File: config.mk
export PLATFORM = sky130hd
export DESIGN_NAME = ils_cell
export DESIGN_NICKNAME = d
export VERILOG_FILES = /design/src/rtl/ils_pkg.sv /design/src/rtl/ils_cell.sv
export SDC_FILE = /design/constraint.sdc
export NUM_CORES = 1
export LEC_CHECK = 0
export ABC_AREA = 1
export BUFFER_PORTS_ARGS = -buffer_cell sky130_fd_sc_hd__buf_2
export CORE_MARGIN = 10
export CORE_UTILIZATION = 30
export DETAILED_ROUTE_END_ITERATION = 12
export GPL_ROUTABILITY_DRIVEN = 0
export GPL_TIMING_DRIVEN = 0
export SLEW_MARGIN = 0
export SYNTH_ARGS = -nofsm -noshare
export SYNTH_HDL_FRONTEND = slang
export SYNTH_SLANG_ARGS = --single-unit
export TNS_END_PERCENT = 1
File: constraint.sdc
create_clock -name clk -period 2.1 [get_ports clk]
set_input_delay 0 -clock clk [delete_from_list [all_inputs] [get_ports clk]]
set_output_delay 0 -clock clk [all_outputs]
set_load 0.01 [all_outputs]
File: src/rtl/ils_pkg.sv
// Package for the indexed list store: sizes, request and status codes, and the
// payload structs of the request and result beats. No dependencies.
package ils_pkg;

  // Storage sizing.
  localparam int CAPACITY   = 64;
  localparam int DATA_WIDTH = 32;
  localparam int IDX_W      = $clog2(CAPACITY);
  localparam int CNT_W      = $clog2(CAPACITY + 1);

  // Fixed field widths of the beats.
  localparam int REQ_W   = 3;
  localparam int POS_W   = 7;
  localparam int WORD_W  = 32;
  localparam int STAT_W  = 2;
  localparam int OCNT_W  = 7;
  localparam int CMP_W   = (POS_W > CNT_W) ? POS_W : CNT_W;

  // Request codes; the remaining code is ignored.
  typedef enum logic [REQ_W-1:0] {
    REQ_READ   = 3'd0,
    REQ_WRITE  = 3'd1,
    REQ_APPEND = 3'd2,
    REQ_REMOVE = 3'd3,
    REQ_INSERT = 3'd4,
    REQ_ERASE  = 3'd5,
    REQ_CLEAR  = 3'd6
  } req_type_t;

  // Status codes.
  typedef enum logic [STAT_W-1:0] {
    ST_OK    = 2'd0,
    ST_RANGE = 2'd1,
    ST_FULL  = 2'd2,
    ST_EMPTY = 2'd3
  } status_t;

  // What one storage cell does this cycle.
  typedef enum logic [1:0] {
    CELL_HOLD       = 2'd0,
    CELL_LOAD       = 2'd1,
    CELL_FROM_LOWER = 2'd2,
    CELL_FROM_UPPER = 2'd3
  } cell_cmd_t;

  // Request beat.
  typedef struct packed {
    logic [REQ_W-1:0]  req_type;
    logic [POS_W-1:0]  position;
    logic [WORD_W-1:0] write_value;
  } in_item_t;

  // Result beat.
  typedef struct packed {
    logic [WORD_W-1:0] read_data;
    logic [STAT_W-1:0] status;
    logic [OCNT_W-1:0] count;
    logic              is_empty;
  } out_item_t;

endpackage

File: src/rtl/ils_cell.sv
// One storage cell of the list: holds a word, loads a new one, or takes the
// word of its lower or upper neighbour. Depends on ils_pkg.
module ils_cell
  import ils_pkg::*;
(
  input  logic                  clk,
  input  cell_cmd_t             cmd,
  input  logic [DATA_WIDTH-1:0] load_word,
  input  logic [DATA_WIDTH-1:0] lower_word,
  input  logic [DATA_WIDTH-1:0] upper_word,
  output logic [DATA_WIDTH-1:0] word
);

  logic [DATA_WIDTH-1:0] word_r;
  logic [DATA_WIDTH-1:0] word_nxt;

  // Select the next content of the cell.
  always_comb begin
    case (cmd)
      CELL_LOAD:       word_nxt = load_word;
      CELL_FROM_LOWER: word_nxt = lower_word;
      CELL_FROM_UPPER: word_nxt = upper_word;
      default:         word_nxt = word_r;
    endcase
  end

  // Payload register; its content is undefined until written.
  always_ff @(posedge clk) begin
    word_r <= word_nxt;
  end

  assign word = word_r;

endmodule

==> flow_metrics.tcl, run 1 <==
set metrics [dict create \
    overflow 0 \
    cp-start-kind "primary input" \
    maxSlewViolCount 0 \
    htree_levels 2 \
    synth_top_cell_by_area "edfxtp_1" \
    vias_per_cell 4.79 \
    syn_nets 279 \
    syn_inst 180 \
    end_kind "flip-flop" \
    numCtsBuffers 5 \
    die_area_um2 9130 \
    wl_met2_um 3430 \
    tritoncts "built" \
    irDropWorstVdd_uv 342 \
    min_path_cells 3 \
    p_sw_frac 0.254 \
    status "finished, final reports clean" \
    p_leak_nw 1.28 \
    arrival_ps 1030 \
    nNetsFinal 419 \
    path_class "in2reg" \
    top_layer "met4" \
    drive_above_1_share 0.483 \
    synth-edff-count 32 \
    routedLengthMet1_um 2630 \
    fin_crit_sh 0.562 \
    track_usage 0.144 \
    p_int_mw 1.32 \
    drc 0 \
    hold_end "word[19]$_DFFE_PP_" \
    clkSlewWorstSetupHoldPaths_ps 70 \
    maxSlewHeadroom 0.487 \
    synthArstFlopShare 0 \
    grt_pass1_wl_um 10200 \
    ys.flop_type "edfxtp_1" \
    drt_wl_total_um 6730 \
    synth_common_cells "96 x nand3_1, 33 x nand2_1, 32 x edfxtp_1, 6 x buf_4, 6 x buf_6" \
    worst_pin_slew_ps 767 \
    pwr_density_cell_nw_per_um2 681 \
    ys.warnings.count 0 \
    die_h_um 95.6 \
    clockBufferDepth 2 \
    netlist-cell-type-count 8 \
    rsz0062_at_grt "no" \
    seq_area_um2 961 \
    fillers 571 \
    largest_reg_flops 32 \
    crit_fanout 32 \
    antenna_cells 0 \
    grt_pass1_vias 2029 \
    netlist_top_cells_area "edfxtp_1 56%, nand3_1 28%, nand2_1 7.2%" \
    whs_ps 7.46 \
    ys_seq_area_frac 0.561 \
    num_rows 27 \
    setup_slack_ps 920 \
    hold_buffers 4 \
    ys_ff_latch 32 \
    drt-wirelength-per-cell_um 17.1 \
    antenna_left 0 \
    max_freq_mhz 847 \
    ctsResizeCount 0 \
    multi_input_area_um2 607 \
    avgSynthCellArea_um2 9.52 \
    synth_area_um2 1710 \
    hold_violations 0 \
    maxCapViolCount 0 \
    required_ps 1950 \
    hold_path.class "in2reg" \
    p_sw_uw 449 \
    core_um2 5540 \
    met3_length_um 603 \
    p_comb_frac 0.215 \
    power_frac_clock 0.328 \
    dr.first_iter.drc_count 79 \
    io_pins 131 \
    fin_tns_setup_ps 0 \
    place_hpwl_um 5290 \
    synth_top_area_share 0.561 \
    vias 1883 \
    worst_hold_startpoint "load_word[19]" \
    utilization 0.469 \
    postCtsSetupBuffers 0 \
    areaGrowthSynthToFinish_pct 51.7 \
    drtPass1Iterations 4 \
    yosysMostFrequentCell "nand3_1" \
    setup_viol 0 \
    post-place-cells 381 \
    die_x_um 95.6 \
    grt_max_degree 33 \
    finalNonFillerCells 393 \
    numPortBuffers 129 \
    initial_core_util 0.309 \
    antenna_found_initial 0 \
    fin_crit_ps 1180 \
    clock_sinks 32 \
    cts_root_buf "clkbuf_8" \
    seq_power_share 0.458 \
    dp_slack_ps 109 \
]
power by group through the flow:
stage / Combinational, mW / Clock [mW] / Sequential [mW]
floorplan: 0.128 / 0 / 0.870
global route: 0.420 / 0.627 / 0.819
finish: 0.380 / 0.580 / 0.810
CTS: 0.385 / 0.596 / 0.812
global placement: 0.376 / 0 / 0.822
detailed placement: 0.379 / 0 / 0.825
routing by layer:
| layer | vias to the layer above | global-route usage |
|---|---|---|
| met3 | 4 | 0.0440 |
| met1 | 866 | 0.158 |
| met4 | 0 | 0.0516 |
| met5 | - | 0 |
| met2 | 82 | 0.255 |
| li1 | 931 | - |
logic make-up (layout without fill, tap and decap cells):
logic type | count (synthesis) | in the layout | synth area share
buffers and inverters | 19 | 160 | 0.0862
flip-flops | 32 | 32 | 0.561
AND/OR/NAND/NOR | 129 | 129 | 0.353
worst max-delay path by stage:
stage            from            endpoint  slack (ps)  cells past startpoint
5_1_grt        cmd[1]  word[12]$_DFFE_PP_         820                      4
3_3_place_gp   cmd[1]   word[2]$_DFFE_PP_         140                      4
4_1_cts        cmd[1]   word[3]$_DFFE_PP_         410                      4
2_1_floorplan  cmd[0]   word[0]$_DFFE_PP_         720                      4
3_5_place_dp   cmd[1]  word[30]$_DFFE_PP_         110                      4
6_report       cmd[1]   word[3]$_DFFE_PP_         920                      4
metrics by stage:
stage	cell area (um^2)	total power, mW
final	2600	1.77
after global routing	2600	1.87
after CTS	2600	1.79
after detailed placement	2450	1.20
after global placement	2450	1.20
after floorplan	1710	0.998
layout by cell type, fill, tap and decap left out, drive strengths merged:
master       netlist  final
clkinv             0      1
nand3             96     96
clkbuf             0      6
edfxtp            32     32
buf               17    146
dlygate4sd3        0      4
bufinv             0      1
nand2             33     33
inv                2      2
final cells by class:
class	count	share of cell area
buffer	17	0.0530
clock buffer	6	0.0279
clock inverter	2	0.0135
inverter	2	0.00385
multi-input combinational	129	0.234
sequential	32	0.370
tap	72	0.0347
timing repair buffer	133	0.264
critical path, stage by stage:
cell and delay [ps]:
buf_2 110, inv_1 150, buf_2 260, nand2_2 480
Note: power is estimated with default switching activity, not from simulation.
==> run 2, diff against run 1 <==
Clock period 2.1 ns to 1.11 ns, I/O delays scaled along.
==> run 2 against run 1 <==
  * Die area unchanged
  * Final cell count fell by 0.25%
  * Design area fell by 1.0%
  * Critical path depth did not move
  * Clock power is 40% higher
  * Flip-flop and latch count stayed put
  * Largest power group unchanged
  * Clock-buffer cell count fell by 1
  * Worst setup slack lost 700 ps
  * Highest routed layer unchanged
  * Total power grew 73%
  * Global-route usage shrank 0.58 points
==> flow_metrics.tcl, run 2 (synthesis results as in run 1) <==
set metrics [dict create \
    status "finished, final reports clean" \
    vias 1878 \
    path_class "in2reg" \
    io_pins 131 \
    layout_common_cells "134 x buf_2, 96 x nand3_1, 32 x nand2_1, 32 x edfxtp_1" \
    arrival_ps 820 \
    fin_crit_ps 888 \
    place_area_um2 2450 \
    drt-wirelength-per-cell_um 16.8 \
    vias_per_cell 4.79 \
    antenna_found_initial 0 \
    initial_core_util 0.309 \
    cpLargestDelayFamily "buffers and inverters" \
    irDropWorstVdd_uv 496 \
    nNetsFinal 419 \
    clockBufferDepth 2 \
    hold_violations 0 \
    cp-start-kind "primary input" \
    die_h_um 95.6 \
    tritoncts "built" \
    die_x_um 95.6 \
    track_usage 0.138 \
    fin_crit_sh 0.800 \
    maxSlewViolCount 0 \
    dr.first_iter.drc_count 84 \
    antenna_cells 0 \
    grt_pass1_wl_um 9700 \
    worst_pin_slew_ps 450 \
    rsz0062_at_grt "no" \
    slowest_stage "nand2_4" \
    crit_fanout 32 \
    drc 0 \
    drt_wl_total_um 6600 \
    clock_sinks 32 \
    end_kind "flip-flop" \
    clkSlewWorstSetupHoldPaths_ps 70 \
    areaGrowthSynthToFinish_pct 50.2 \
    finalNonFillerCells 392 \
    place_hpwl_um 5250 \
    maxSlewHeadroom 0.700 \
    postCtsSetupBuffers 0 \
    setup_viol 0 \
    drive_above_1_share 0.478 \
    power.total_mw 3.07 \
    path_cells "buf_2, inv_1, buf_2, nand2_4" \
    largest_reg_flops 32 \
    htree_levels 2 \
    layout_commonest_cell "buf_2" \
    core_um2 5540 \
    max_freq_mhz 1130 \
    required_ps 1050 \
    grt_pass1_vias 1900 \
    crit_top_cell "buf_2" \
    worst_hold_startpoint "load_word[27]" \
    die_area_um2 9130 \
    num_rows 27 \
    p_leak_nw 1.27 \
    design_area_um2 2570 \
    pwr_density_cell_nw_per_um2 1190 \
    post-place-cells 381 \
    numPortBuffers 129 \
    hold_path.class "in2reg" \
    drtPass1Iterations 4 \
    critPathLaunch "cmd[1]" \
    grt_max_degree 33 \
    critPathBufInv 3 \
    cpPeakStageDelay_ps 300 \
    cts_root_buf "clkbuf_8" \
    maxCapViolCount 0 \
    antenna_left 0 \
    overflow 0 \
    utilization 0.464 \
    numCtsBuffers 5 \
    fin_tns_setup_ps 0 \
]
==> run 2: changes by cell type in the layout (fill, tap and decap cells not counted), sizes merged <==
| cell | previous run | this run |
|---|---|---|
| bufinv | 1 | 0 |
| clkbuf | 6 | 5 |
| clkinv | 1 | 2 |
==> run 2: metrics by stage <==
step | setup slack (ps) | hold WS (ps)
3_5_place_dp | -341 | 294
5_1_grt | 158 | 7.58
6_report | 222 | 0.560
3_3_place_gp | -359 | 290
4_1_cts | 228 | 0.0560
2_1_floorplan | 32.9 | 203
==> run 2: path summary, 6_finish.rpt <==
check	cells after the start	slack, ps	end
min	3	0.6	word[27]$_DFFE_PP_
max	4	220	word[8]$_DFFE_PP_
==> run 2: where the power goes <==
part           internal [mW]  switching, mW  total, mW  leakage [nW]
Clock                  0.413          0.400      0.813        0.0391
Combinational          0.335          0.387      0.722         0.899
Sequential              1.50         0.0312       1.53         0.330
Total                   2.25          0.819       3.07          1.27
==> run 2: final cells by class <==
class	count	area, um^2
multi-input cells	129	612
plain buffers	17	138
fillers	575	2970
clock inverters	2	7.51
inverters	2	10.0
clock buffers	5	68.8
well taps	72	90.1
repair buffers	133	686
flip-flops and latches	32	961
==> run 2: per-layer routing <==
metal / global-route usage / wire, um
met1: 0.160 / 2620
met3: 0.0479 / 620
met4: 0.0467 / 90
met2: 0.231 / 3270
met5: 0 / 0
==> run 2: timing repair <==
item | in CTS | in global routing
endpoints found under the setup margin | 32 | 0
hold buffers | 4 | 0
endpoints found under the hold margin | 4 | 0
resized for setup | 1 | 0
